## config.mk

```make
export PLATFORM = sky130hd
export DESIGN_NAME = sync_frame_parser_crc16_core_flat
export DESIGN_NICKNAME = d
export VERILOG_FILES = /design/src/rtl/core/sfp_pkg.sv /design/src/rtl/core/sfp_if.sv /design/src/rtl/core/sfp_crc16.sv /design/src/rtl/core/sfp_parser.sv /design/src/rtl/core/sync_frame_parser_crc16_core.sv /design/src/flat_wrapper.sv
export SDC_FILE = /design/constraint.sdc
export NUM_CORES = 1
export LEC_CHECK = 0
export BUFFER_PORTS_ARGS = -buffer_cell sky130_fd_sc_hd__buf_2
export CORE_UTILIZATION = 60
export DETAILED_ROUTE_END_ITERATION = 6
export PLACE_DENSITY = 0.79
export REMOVE_ABC_BUFFERS = 1
export SKIP_CTS_REPAIR_TIMING = 1
export SYNTH_ARGS = -nofsm -noshare
export SYNTH_HDL_FRONTEND = slang
export SYNTH_SLANG_ARGS = --single-unit
export TNS_END_PERCENT = 1
```

## constraint.sdc

```tcl
create_clock -name i_clk -period 5.4 [get_ports i_clk]
set_input_delay 0.54 -clock i_clk [delete_from_list [all_inputs] [get_ports i_clk]]
set_output_delay 0.54 -clock i_clk [all_outputs]
set_load 0.005 [all_outputs]
```

## src/rtl/core/sfp_pkg.sv

```systemverilog
`timescale 1ns / 1ps

package sfp_pkg;

    localparam logic [7:0]  SYNC_FIRST     = 8'hA5;
    localparam logic [7:0]  SYNC_SECOND    = 8'h5A;

    localparam logic [15:0] GEN_POLY_RESET = 16'h1021;
    localparam logic [15:0] CRC_INIT_RESET = 16'h0000;

    localparam int          CFG_IDX_W      = 1;
    localparam logic [CFG_IDX_W-1:0] REG_GEN_POLY = 1'b0;
    localparam logic [CFG_IDX_W-1:0] REG_CRC_INIT = 1'b1;

    typedef enum logic [2:0] {
        PH_HUNT,
        PH_SYNC2,
        PH_TYPE,
        PH_CNT_HI,
        PH_CNT_LO,
        PH_PAYLOAD,
        PH_CRC_HI,
        PH_CRC_LO
    } t_phase;

    typedef enum logic [1:0] {
        KIND_DATA,
        KIND_GOOD,
        KIND_BAD,
        KIND_LENERR
    } t_kind;

    typedef struct packed {
        logic        valid;
        t_kind       kind;
        logic [7:0]  data;
        logic [7:0]  frame_type;
        logic [15:0] payload_len;
    } t_result;

endpackage

```

## src/rtl/core/sfp_if.sv

```systemverilog
`timescale 1ns / 1ps

interface sfp_byte_if;
    logic       valid;
    logic       ready;
    logic [7:0] rx_byte;

    modport source (output valid, output rx_byte, input ready);
    modport sink   (input valid, input rx_byte, output ready);
endinterface

interface sfp_result_if;
    logic               valid;
    logic               ready;
    sfp_pkg::t_kind     kind;
    logic [7:0]         data;
    logic [7:0]         frame_type;
    logic [15:0]        payload_len;

    modport source (output valid, output kind, output data, output frame_type,
                    output payload_len, input ready);
    modport sink   (input valid, input kind, input data, input frame_type,
                    input payload_len, output ready);
endinterface

```

## src/rtl/core/sfp_crc16.sv

```systemverilog
`timescale 1ns / 1ps

module sfp_crc16 (
    input  logic [15:0] i_crc,
    input  logic [7:0]  i_byte,
    input  logic [15:0] i_poly,
    output logic [15:0] o_crc
);

    always_comb begin
        logic [15:0] r;
        r = i_crc ^ {i_byte, 8'h00};
        for (int i = 0; i < 8; i++) begin
            if (r[15]) begin
                r = {r[14:0], 1'b0} ^ i_poly;
            end else begin
                r = {r[14:0], 1'b0};
            end
        end
        o_crc = r;
    end

endmodule

```

## src/rtl/core/sfp_parser.sv

```systemverilog
`timescale 1ns / 1ps

module sfp_parser (
    input  logic                i_clk,
    input  logic                i_rst_n,
    input  logic                i_step,
    input  logic [7:0]          i_byte,
    input  logic [15:0]         i_gen_poly,
    input  logic [15:0]         i_crc_init,
    output sfp_pkg::t_result    o_result
);

    sfp_pkg::t_phase r_phase, n_phase;
    logic [7:0]      r_type, n_type;
    logic [15:0]     r_count, n_count;
    logic [15:0]     r_remaining, n_remaining;
    logic [15:0]     r_crc, n_crc;
    logic [7:0]      r_crc_high, n_crc_high;

    logic [15:0]     crc_base;
    logic [15:0]     crc_next;
    logic [15:0]     cnt_lo_val;
    logic [15:0]     rem_dec;
    logic [15:0]     len;

    assign crc_base = (r_phase == sfp_pkg::PH_HUNT ||
                       (r_phase == sfp_pkg::PH_SYNC2 && i_byte != sfp_pkg::SYNC_SECOND))
                      ? i_crc_init : r_crc;

    sfp_crc16 u_crc (
        .i_crc  (crc_base),
        .i_byte (i_byte),
        .i_poly (i_gen_poly),
        .o_crc  (crc_next)
    );

    assign cnt_lo_val = {r_count[15:8], i_byte};
    assign rem_dec    = (r_remaining != 16'd0) ? 16'(r_remaining - 16'd1) : r_remaining;
    assign len        = (r_count >= 16'd2) ? 16'(r_count - 16'd2) : 16'd0;

    // next state
    always_comb begin
        n_phase     = r_phase;
        n_type      = r_type;
        n_count     = r_count;
        n_remaining = r_remaining;
        n_crc       = r_crc;
        n_crc_high  = r_crc_high;
        unique case (r_phase)
            sfp_pkg::PH_HUNT: begin
                if (i_byte == sfp_pkg::SYNC_FIRST) begin
                    n_crc   = crc_next;
                    n_phase = sfp_pkg::PH_SYNC2;
                end
            end
            sfp_pkg::PH_SYNC2: begin
                if (i_byte == sfp_pkg::SYNC_SECOND) begin
                    n_crc   = crc_next;
                    n_phase = sfp_pkg::PH_TYPE;
                end else if (i_byte == sfp_pkg::SYNC_FIRST) begin
                    n_crc   = crc_next;
                end else begin
                    n_phase = sfp_pkg::PH_HUNT;
                end
            end
            sfp_pkg::PH_TYPE: begin
                n_type  = i_byte;
                n_crc   = crc_next;
                n_phase = sfp_pkg::PH_CNT_HI;
            end
            sfp_pkg::PH_CNT_HI: begin
                n_count = {i_byte, 8'h00};
                n_crc   = crc_next;
                n_phase = sfp_pkg::PH_CNT_LO;
            end
            sfp_pkg::PH_CNT_LO: begin
                n_count = cnt_lo_val;
                n_crc   = crc_next;
                if (cnt_lo_val < 16'd2) begin
                    n_phase = sfp_pkg::PH_HUNT;
                end else begin
                    n_remaining = 16'(cnt_lo_val - 16'd2);
                    n_phase     = (cnt_lo_val == 16'd2) ? sfp_pkg::PH_CRC_HI
                                                        : sfp_pkg::PH_PAYLOAD;
                end
            end
            sfp_pkg::PH_PAYLOAD: begin
                n_crc       = crc_next;
                n_remaining = rem_dec;
                if (rem_dec == 16'd0) begin
                    n_phase = sfp_pkg::PH_CRC_HI;
                end
            end
            sfp_pkg::PH_CRC_HI: begin
                n_crc_high = i_byte;
                n_phase    = sfp_pkg::PH_CRC_LO;
            end
            sfp_pkg::PH_CRC_LO: begin
                n_phase = sfp_pkg::PH_HUNT;
            end
            default: begin
                n_phase = sfp_pkg::PH_HUNT;
            end
        endcase
    end

    // result
    always_comb begin
        o_result             = '0;
        o_result.frame_type  = r_type;
        o_result.payload_len = len;
        o_result.kind        = sfp_pkg::KIND_DATA;
        unique case (r_phase)
            sfp_pkg::PH_CNT_LO: begin
                if (cnt_lo_val < 16'd2) begin
                    o_result.valid       = i_step;
                    o_result.kind        = sfp_pkg::KIND_LENERR;
                    o_result.payload_len = 16'd0;
                end
            end
            sfp_pkg::PH_PAYLOAD: begin
                o_result.valid = i_step;
                o_result.data  = i_byte;
            end
            sfp_pkg::PH_CRC_LO: begin
                o_result.valid = i_step;
                o_result.kind  = ({r_crc_high, i_byte} == r_crc) ? sfp_pkg::KIND_GOOD
                                                                 : sfp_pkg::KIND_BAD;
            end
            default: begin
                o_result.valid = 1'b0;
            end
        endcase
    end

    always_ff @(posedge i_clk) begin
        if (!i_rst_n) begin
            r_phase     <= sfp_pkg::PH_HUNT;
            r_type      <= 8'h00;
            r_count     <= 16'd0;
            r_remaining <= 16'd0;
            r_crc       <= sfp_pkg::CRC_INIT_RESET;
            r_crc_high  <= 8'h00;
        end else if (i_step) begin
            r_phase     <= n_phase;
            r_type      <= n_type;
            r_count     <= n_count;
            r_remaining <= n_remaining;
            r_crc       <= n_crc;
            r_crc_high  <= n_crc_high;
        end
    end

endmodule

```

## src/rtl/core/sync_frame_parser_crc16_core.sv

```systemverilog
`timescale 1ns / 1ps

// Frame deframer: hunts for the A5 5A sync pair, reads a type byte and a
// big-endian count (payload length plus 2), streams payload words tagged with
// the type, then checks the big-endian trailing CRC-16 (MSB-first, generator
// polynomial register, seeded with the init register) and reports good, bad or
// length error. One rx word is taken every cycle while the result side is not
// stalled; each word passes through an input register, the parse logic whose
// longest path is the 8-step bytewise CRC update and, if it yields a result,
// the result register. A stalled result holds the input off. Write the
// registers only while no word is in flight.

module sync_frame_parser_crc16_core (
    input  logic                            i_clk,
    input  logic                            i_rst_n,
    input  logic                            i_cfg_we,
    input  logic [sfp_pkg::CFG_IDX_W-1:0]   i_cfg_idx,
    input  logic [15:0]                     i_cfg_data,
    sfp_byte_if.sink                        i_rx,
    sfp_result_if.source                    o_frm
);

    logic              r_s1_valid;
    logic [7:0]        r_s1_byte;
    logic [15:0]       r_gen_poly;
    logic [15:0]       r_crc_init;
    logic              r_out_valid;
    sfp_pkg::t_result  r_out;
    sfp_pkg::t_result  res;
    logic              s1_fire;

    assign s1_fire    = r_s1_valid && (!r_out_valid || o_frm.ready);
    assign i_rx.ready = !r_s1_valid || !r_out_valid || o_frm.ready;

    always_ff @(posedge i_clk) begin
        if (!i_rst_n) begin
            r_gen_poly <= sfp_pkg::GEN_POLY_RESET;
            r_crc_init <= sfp_pkg::CRC_INIT_RESET;
        end else if (i_cfg_we) begin
            unique case (i_cfg_idx)
                sfp_pkg::REG_GEN_POLY: r_gen_poly <= i_cfg_data;
                sfp_pkg::REG_CRC_INIT: r_crc_init <= i_cfg_data;
                default: ;
            endcase
        end
    end

    always_ff @(posedge i_clk) begin
        if (!i_rst_n) begin
            r_s1_valid <= 1'b0;
        end else if (i_rx.ready) begin
            r_s1_valid <= i_rx.valid;
        end
    end

    always_ff @(posedge i_clk) begin
        if (i_rx.ready && i_rx.valid) begin
            r_s1_byte <= i_rx.rx_byte;
        end
    end

    sfp_parser u_parser (
        .i_clk      (i_clk),
        .i_rst_n    (i_rst_n),
        .i_step     (s1_fire),
        .i_byte     (r_s1_byte),
        .i_gen_poly (r_gen_poly),
        .i_crc_init (r_crc_init),
        .o_result   (res)
    );

    always_ff @(posedge i_clk) begin
        if (!i_rst_n) begin
            r_out_valid <= 1'b0;
        end else if (s1_fire) begin
            r_out_valid <= res.valid;
        end else if (o_frm.ready) begin
            r_out_valid <= 1'b0;
        end
    end

    always_ff @(posedge i_clk) begin
        if (s1_fire && res.valid) begin
            r_out <= res;
        end
    end

    assign o_frm.valid       = r_out_valid;
    assign o_frm.kind        = r_out.kind;
    assign o_frm.data        = r_out.data;
    assign o_frm.frame_type  = r_out.frame_type;
    assign o_frm.payload_len = r_out.payload_len;

endmodule

```

## src/flat_wrapper.sv

```systemverilog
// flat-port wrapper written by rule: the top's interface ports become plain ports
module sync_frame_parser_crc16_core_flat 
  (i_clk, i_rst_n, i_cfg_we, i_cfg_idx, i_cfg_data, i_rx_valid, i_rx_rx_byte, i_rx_ready, o_frm_valid, o_frm_kind, o_frm_data, o_frm_frame_type, o_frm_payload_len, o_frm_ready);
  sfp_byte_if i_rx_i ();
  sfp_result_if o_frm_i ();
  input  logic i_clk;
  input  logic i_rst_n;
  input  logic i_cfg_we;
  input  logic [sfp_pkg::CFG_IDX_W-1:0] i_cfg_idx;
  input  logic [15:0] i_cfg_data;
  input wire logic [$bits(i_rx_i.valid)-1:0] i_rx_valid;
  input wire logic [$bits(i_rx_i.rx_byte)-1:0] i_rx_rx_byte;
  output wire logic [$bits(i_rx_i.ready)-1:0] i_rx_ready;
  output wire logic [$bits(o_frm_i.valid)-1:0] o_frm_valid;
  output wire logic [$bits(o_frm_i.kind)-1:0] o_frm_kind;
  output wire logic [$bits(o_frm_i.data)-1:0] o_frm_data;
  output wire logic [$bits(o_frm_i.frame_type)-1:0] o_frm_frame_type;
  output wire logic [$bits(o_frm_i.payload_len)-1:0] o_frm_payload_len;
  input wire logic [$bits(o_frm_i.ready)-1:0] o_frm_ready;
  assign i_rx_i.valid = i_rx_valid;
  assign i_rx_i.rx_byte = i_rx_rx_byte;
  assign i_rx_ready = i_rx_i.ready;
  assign o_frm_valid = o_frm_i.valid;
  assign o_frm_kind = o_frm_i.kind;
  assign o_frm_data = o_frm_i.data;
  assign o_frm_frame_type = o_frm_i.frame_type;
  assign o_frm_payload_len = o_frm_i.payload_len;
  assign o_frm_i.ready = o_frm_ready;
  sync_frame_parser_crc16_core u_core (.i_clk(i_clk), .i_rst_n(i_rst_n), .i_cfg_we(i_cfg_we), .i_cfg_idx(i_cfg_idx), .i_cfg_data(i_cfg_data), .i_rx(i_rx_i), .o_frm(o_frm_i));
endmodule
```

# Word-level counts from Yosys, hierarchy flattened
# Index checks and enable logic that the tools add are counted.
[op_classes]
shifts = 0
reduce_logical = 28
muxes = 32
magnitude_cmp = 2
bitwise_logic = 11
addsub = 3
n_mul = 0
n_eq_ne = 16
div_mod_pow = 0
[ops]
columns = ["op", "n"]
rows = [
  ["$mux W16", 16],
  ["$xor A16 B16 Y16", 9],
  ["$pmux W16 S2", 2],
  ["$pmux W16 S3", 1],
  ["$sub A16 B2 Y16 const B", 2],
  ["$pmux W3 S8", 1],
  ["$mux W3", 6],
  ["$eq A16 B16 Y1", 1],
  ["$eq A16 B2 Y1 const B", 1],
  ["$ge A16 B2 Y1 const B", 1],
  ["$logic_not A16 Y1", 1],
  ["$lt A16 B2 Y1 const B", 1],
  ["$reduce_bool A16 Y1", 1],
  ["$sub A16 B1 Y16 const B", 1],
  ["$eq A3 B3 Y1 const B", 4],
  ["$reduce_and A2 Y1", 6],
  ["$eq A8 B7 Y1 const B", 1],
  ["$eq A8 B8 Y1 const B", 1],
  ["$ne A8 B7 Y1 const B", 1],
  ["$eq A3 B2 Y1 const B", 2],
  ["$reduce_and A3 Y1", 2],
  ["$reduce_bool A2 Y1", 3],
  ["$logic_and A1 B1 Y1", 4],
  ["$logic_or A1 B1 Y1", 4],
  ["other kinds (15)", 20],
]
[word_totals]
in_bits = 30
output_inout_bits = 36
elab_cells = 108
latchBits = 0
ram_bits = 0
n_memories = 0
rom_bits = 0
regBits = 143

# Depth between registers and ports, before layout
[logic_depth]
word_depth = 24
depth_mapped = 22
ltp_nobuf = 15

# Hierarchy
# Synthesis repeated with hierarchy kept, for this count alone.
[hier_totals]
hier_cells = 1148
hier_area_um2 = 10232.3
[modules_own_cells]
columns = ["module", "cells_per_inst", "n_inst", "area_each_um2", "seq_area_each_um2"]
rows = [
  ["sfp_parser", 582, 1, 4732.0, 1341.3],
  ["sfp_crc16", 383, 1, 2897.8, 0.0],
  ["sync_frame_parser_crc16_core", 183, 1, 2602.5, 1941.9],
]

# Least setup slack after synthesis
# OpenSTA, ideal clock, no wires.
[synth_timing]
path_kind = "register -> register"
from = "register u_core.u_parser.r_phase[2]"
to = "register u_core.u_parser.r_crc[4]"
required_ns = 5.273
path_stages_with_launch = 20
arrival_ns = 4.439
setup_time_ns = 0.127
n_path_buf = 4
slack_ns = 0.834
period_less_slack_ns = 4.566
path_cell_list = "dfxtp_1 -> buf_6 -> or2_1 -> buf_2 -> a221o_1 -> a221o_1 -> buf_6 -> o2111a_1 -> nor3_1 -> a211o_1 -> o211ai_2 -> buf_6 -> mux2i_1 -> a211o_1 -> mux2_4 -> o211ai_4 -> a211oi_1 -> or3b_1 -> a41oi_1 -> or3b_1"
[synth_between]
elab_chain_cells = 23
word_cells_on_any_way = 32
cone_classes = "eq/ne: 5; mux: 12; bitwise: 9; reduce/logical: 6"
[synth_rtl]
columns = ["element", "line", "text"]
rows = [
  ["start: declaration", "sfp_parser.sv:13", "sfp_pkg::t_phase r_phase, n_phase;"],
  ["start signal: assignment", "sfp_parser.sv:138", "r_phase <= sfp_pkg::PH_HUNT;"],
  ["start signal: assignment", "sfp_parser.sv:145", "r_phase <= n_phase;"],
  ["$eq A3 B1 Y1", "sfp_parser.sv:27, sfp_parser.sv:49", ""],
  ["$logic_and A1 B1 Y1", "sfp_parser.sv:27", "(r_phase == sfp_pkg::PH_SYNC2 && i_byte != sfp_pkg::SYNC_SECOND))"],
  ["$logic_or A1 B1 Y1", "sfp_parser.sv:26", "assign crc_base = (r_phase == sfp_pkg::PH_HUNT ||"],
  ["$mux W16", "sfp_parser.sv:28", "? i_crc_init : r_crc;"],
  ["$xor A16 B16 Y16", "sfp_crc16.sv:12", "r = i_crc ^ {i_byte, 8'h00};"],
  ["$xor A16 B16 Y16", "sfp_crc16.sv:15", "r = {r[14:0], 1'b0} ^ i_poly;"],
  ["$mux W16", "sfp_crc16.sv:14", "if (r[15]) begin"],
  ["$xor A16 B16 Y16", "sfp_crc16.sv:15", ""],
  ["[7 not listed]", "-", ""],
  ["$mux W16 / $xor A16 B16 Y16 (equally long branches)", "sfp_crc16.sv:14, sfp_crc16.sv:15", ""],
  ["$xor A16 B16 Y16 / $mux W16 (equally long branches)", "sfp_crc16.sv:15, sfp_crc16.sv:14", ""],
  ["$mux W16 / $xor A16 B16 Y16 (equally long branches)", "sfp_crc16.sv:14, sfp_crc16.sv:15", ""],
  ["$xor A16 B16 Y16 / $mux W16 (equally long branches)", "sfp_crc16.sv:15, sfp_crc16.sv:14", ""],
  ["$mux W16", "sfp_crc16.sv:14", ""],
  ["$mux W16", "sfp_parser.sv:51, sfp_parser.sv:60", ""],
  ["$mux W16", "sfp_parser.sv:57", "if (i_byte == sfp_pkg::SYNC_SECOND) begin"],
  ["$pmux W16 S3", "sfp_parser.sv:49", "unique case (r_phase)"],
  ["end signal: assignment", "sfp_parser.sv:142", "r_crc <= sfp_pkg::CRC_INIT_RESET;"],
  ["end signal: assignment", "sfp_parser.sv:149", "r_crc <= n_crc;"],
  ["end: declaration", "sfp_parser.sv:17", "logic [15:0] r_crc, n_crc;"],
]
# Parallel ways exist; a longest one is shown, timed or not.
# A chain may end at the register's enable or synchronous reset.

# Worst setup path in the final report
[layout_timing]
from = "register u_core.u_parser.r_phase[2]"
to = "register u_core.u_parser.r_crc[6]"
[layout_between]
elab_chain_cells = 23
word_cells_on_any_way = 32
cone_classes = "eq/ne: 5; mux: 12; bitwise: 9; reduce/logical: 6"
[layout_rtl]
columns = ["element", "line"]
rows = [
  ["$eq A3 B1 Y1", "sfp_parser.sv:27, sfp_parser.sv:49"],
  ["$logic_and A1 B1 Y1", "sfp_parser.sv:27"],
  ["$logic_or A1 B1 Y1", "sfp_parser.sv:26"],
  ["$mux W16", "sfp_parser.sv:28"],
  ["$xor A16 B16 Y16", "sfp_crc16.sv:12"],
  ["$xor A16 B16 Y16", "sfp_crc16.sv:15"],
  ["$mux W16", "sfp_crc16.sv:14"],
  ["$mux W16 / $xor A16 B16 Y16 (equally long branches)", "sfp_crc16.sv:14, sfp_crc16.sv:15"],
  ["[7 not listed]", "-"],
  ["$mux W16 / $xor A16 B16 Y16 (equally long branches)", "sfp_crc16.sv:14, sfp_crc16.sv:15"],
  ["$xor A16 B16 Y16 / $mux W16 (equally long branches)", "sfp_crc16.sv:15, sfp_crc16.sv:14"],
  ["$mux W16 / $xor A16 B16 Y16 (equally long branches)", "sfp_crc16.sv:14, sfp_crc16.sv:15"],
  ["$xor A16 B16 Y16 / $mux W16 (equally long branches)", "sfp_crc16.sv:15, sfp_crc16.sv:14"],
  ["$mux W16", "sfp_crc16.sv:14"],
  ["$mux W16", "sfp_parser.sv:51, sfp_parser.sv:60"],
  ["$mux W16", "sfp_parser.sv:57"],
  ["$pmux W16 S3", "sfp_parser.sv:49"],
]
# Parallel ways exist; a longest one is shown, timed or not.

==> results.sh <==
export IMPL_vias=9459
export IMPL_via_per_inst=6.396
export IMPL_area_delta_synth_final_pct=12.06
export IMPL_finalHoldViolations=0
export IMPL_worstPathMaxFanout=18
export IMPL_max_slew_margin_pct=20.78
export IMPL_finalNonFillerCells=1479
export IMPL_coreArea_sq_um=15830
export IMPL_ys_flop_type="dfxtp_1"
export IMPL_power_density_nw_per_um2=304.9
export IMPL_clk_pin_slew_ps=70
export IMPL_fin_skew_ps=10.16
export IMPL_syn_inst=1218
export IMPL_avgSynthCellArea_sq_um=7.981
export IMPL_gr_total_overflow=0
export IMPL_min_period_ps=5217
export IMPL_grt_pass1_vias=8517
export IMPL_drc=0
export IMPL_ant_nets=0
export IMPL_combPwrFrac_pct=28.8
export IMPL_startpoint_type="flip-flop"
export IMPL_antenna_found_initial=0
export IMPL_clockBufferDepth=2
export IMPL_required_ps=5720
export IMPL_power_uw=3321
export IMPL_final_setup_viol_count=0
export IMPL_cts_htree_levels=4
export IMPL_track_usage_pct=34.59
export IMPL_wirelength_mm=28.29
export IMPL_fp_dieH_microns=129.3
export IMPL_worstMarginPinSlew_ps=1186
export IMPL_yosysWarnings=0
export IMPL_drive_gt1_share_pct=14.01
export IMPL_r2r_setup_slack_ps=180
export IMPL_syn_area_sq_um=9721
export IMPL_final_max_slew_viol_count=0
export IMPL_root_buffer="clkbuf_16"
export IMPL_initial_utilization_pct=61.42
export IMPL_firstDrtPassIters=6
export IMPL_clk_latency_ps=440
export IMPL_grt_first_pass_wirelength_mm=44.41
export IMPL_die_area_sq_um=16710
export IMPL_cp_top_family="simple AND/OR/NAND/NOR gates"
export IMPL_cp_buffers_inverters=2
export IMPL_maxCapViolations=0
export IMPL_synth_cell_type_count=88
export IMPL_finalCritPeriodShare_pct=96.61
export IMPL_dieWidth_microns=129.3
export IMPL_irDropWorstVdd_mv=0.2410
export IMPL_seqPwrFrac_pct=34.9
export IMPL_power_net_switching_uw=1155
export IMPL_final_util_pct=68.82
export IMPL_criticalPathCategory="flip-flop to flip-flop"
export IMPL_cts_made_buffers=17
export IMPL_holdWs_ps=277.3
export IMPL_dp_cells=1444
export IMPL_cts_tree="done"
export IMPL_swShare_pct=34.79
export IMPL_grt_max_degree=61
export IMPL_leakage_uw=0.004380
export IMPL_layout_nets=1284
export IMPL_multi_input_area_sq_um=5993
export IMPL_cp_data_arrival_time_ps=5530
export IMPL_gp_congestion=0.9491
export IMPL_register_area_sq_um=3284
export IMPL_max_stage_delay_ps=440
export IMPL_setup_worst_path_end_class="flip-flop"
export IMPL_synth_seq_area_share_pct=33.78
export IMPL_p_int_uw=2166
export IMPL_hpwl_mm=19.51
export IMPL_synth_edf_count=42
export IMPL_slowest_stage="a221oi_4"
export IMPL_drt_iter0_markers=1422
export IMPL_io_pins=66
export IMPL_rows=46
export IMPL_n_fill_cell=1274
export IMPL_grt_setup_unrepaired="true"
export IMPL_path_cells="or2_1 -> a221o_1 -> a221oi_4 -> buf_4 -> a211oi_1 -> or2_1 -> a222oi_1 -> o221ai_1 -> xnor2_1 -> and4_1 -> or2_2 -> buf_4 -> nand3_1 -> o221ai_1 -> or3b_1 -> a41oi_1 -> or3b_1"
export IMPL_outcome="completed"
export IMPL_post_drt_wl_per_cell_microns=19.13
export IMPL_antenna_cells=0
export IMPL_pwr_share_clk_pct=36.3
export IMPL_ys_seq_elements=143
export IMPL_cts_sinks=143
export IMPL_place_port_buffers=65
export IMPL_async_flop_share_pct=0
export IMPL_max_freq_mhz=191.7
export IMPL_hold_path_class="input port to flip-flop"
routing by layer:
| metal | vias up | wire length, microns | track usage, % |
|---|---|---|---|
| li1 | 4397 | - | - |
| met1 | 4464 | 11910 | 47.42 |
| met2 | 520 | 12660 | 52.21 |
| met3 | 78 | 2825 | 9.001 |
| met4 | 0 | 895 | 13.01 |
| met5 | - | 0 | 0 |
Yosys cell counts (26+ instances only):
cell type / n / area [sq um]
dfxtp_1: 101 / 2022
o21ai_0: 48 / 240.2
edfxtp_1: 42 / 1261
nor3_1: 26 / 130.1
nand3_1: 41 / 205.2
nor2_1: 102 / 382.9
clkbuf_1: 70 / 262.8
xor2_1: 33 / 289.0
a21oi_1: 113 / 565.5
mux2i_1: 26 / 260.3
nand2_1: 204 / 765.7
xnor2_1: 83 / 727.0
power groups by stage:
stage	sequential, uW	combinational, uW	clock [uW]
5_1_grt	1160	1020	1250
3_5_place_dp	1180	915	0
6_report	1160	957	1210
4_1_cts	1160	919	1210
2_1_floorplan	1180	662	0
3_3_place_gp	1180	901	0
final timing paths:
path	startpoint	end	cells past startpoint
setup / recovery	u_core.u_parser.r_phase[2]	u_core.u_parser.r_crc[6]	17
hold / removal	i_rx_rx_byte[0]	u_core.r_s1_byte[0]	1
setup reg to reg	u_core.u_parser.r_phase[2]	u_core.u_parser.r_crc[6]	17
hold reg to reg	u_core.u_parser.r_type[1]	u_core.o_frm.frame_type[1]	0
registers in the layout (all words and copies together), names as in the netlist, 2 cells and up:
name,flops
u_core.o_frm.data,8
u_core.r_crc_init,16
u_core.u_parser.r_phase,3
u_core.o_frm.frame_type,8
u_core.u_parser.r_type,8
u_core.r_s1_byte,8
u_core.o_frm.payload_len,16
u_core.u_parser.r_crc,16
u_core.u_parser.r_crc_high,8
u_core.u_parser.r_remaining,16
u_core.o_frm.kind,2
u_core.r_gen_poly,16
u_core.u_parser.r_count,16
logic make-up after synthesis:
group / share of synthesized area, %
compound gates: 20.43
xor+xnor: 12.94
fa+ha+maj: 0.5149
buf+inv: 5.110
flops: 33.78
mux: 3.295
simple gates: 23.94
final cells by class:
cell class	instances	area share (%)
Inverter	23	0.7926
Tap cell	216	2.481
Sequential cell	143	30.15
Clock buffer	17	3.905
Timing Repair Buffer	108	5.950
Clock inverter	15	1.700
Multi-Input combinational cell	957	55.02
stage by stage:
stage	setup slack, ps	setup TNS, ps	instance area [sq um]
detailed placement	154.3	0	10230
global route	-11.63	-14.54	10890
floorplan	-308.2	-1474	9310
CTS	60.52	0	10840
finish	183.1	0	10890
global placement	272.3	0	10230
worst register-to-register path: stages (launching register included):
cell,delay (ps)
dfxtp_2,420
or2_1,340
a221o_1,430
a221oi_4,440
buf_4,240
a211oi_1,80
or2_1,320
a222oi_1,350
o221ai_1,180
xnor2_1,190
and4_1,250
or2_2,430
buf_4,220
nand3_1,80
o221ai_1,140
or3b_1,420
a41oi_1,210
or3b_1,360
cells in the final DEF (no fill, tap or decap), drive strengths merged, types with 10 or more instances in the layout:
| cell | synthesis | final |
|---|---|---|
| inv | 20 | 27 |
| nand4 | 11 | 11 |
| o21ai | 51 | 51 |
| mux2i | 26 | 26 |
| xnor2 | 84 | 84 |
| xor2 | 33 | 33 |
| a211oi | 20 | 20 |
| a221oi | 11 | 11 |
| xnor3 | 10 | 10 |
| nor2b | 11 | 11 |
| or3 | 12 | 12 |
| nand3 | 41 | 41 |
| buf | 25 | 108 |
| edfxtp | 42 | 42 |
| clkinv | 3 | 10 |
| nor2 | 102 | 102 |
| clkbuf | 70 | 17 |
| nand2 | 205 | 205 |
| o211ai | 15 | 15 |
| a21oi | 113 | 113 |
| dfxtp | 101 | 101 |
| nor3 | 26 | 26 |
| and3 | 22 | 22 |
| and2 | 13 | 13 |
| nor4 | 17 | 17 |
Note: power is estimated with default switching activity, not from simulation.
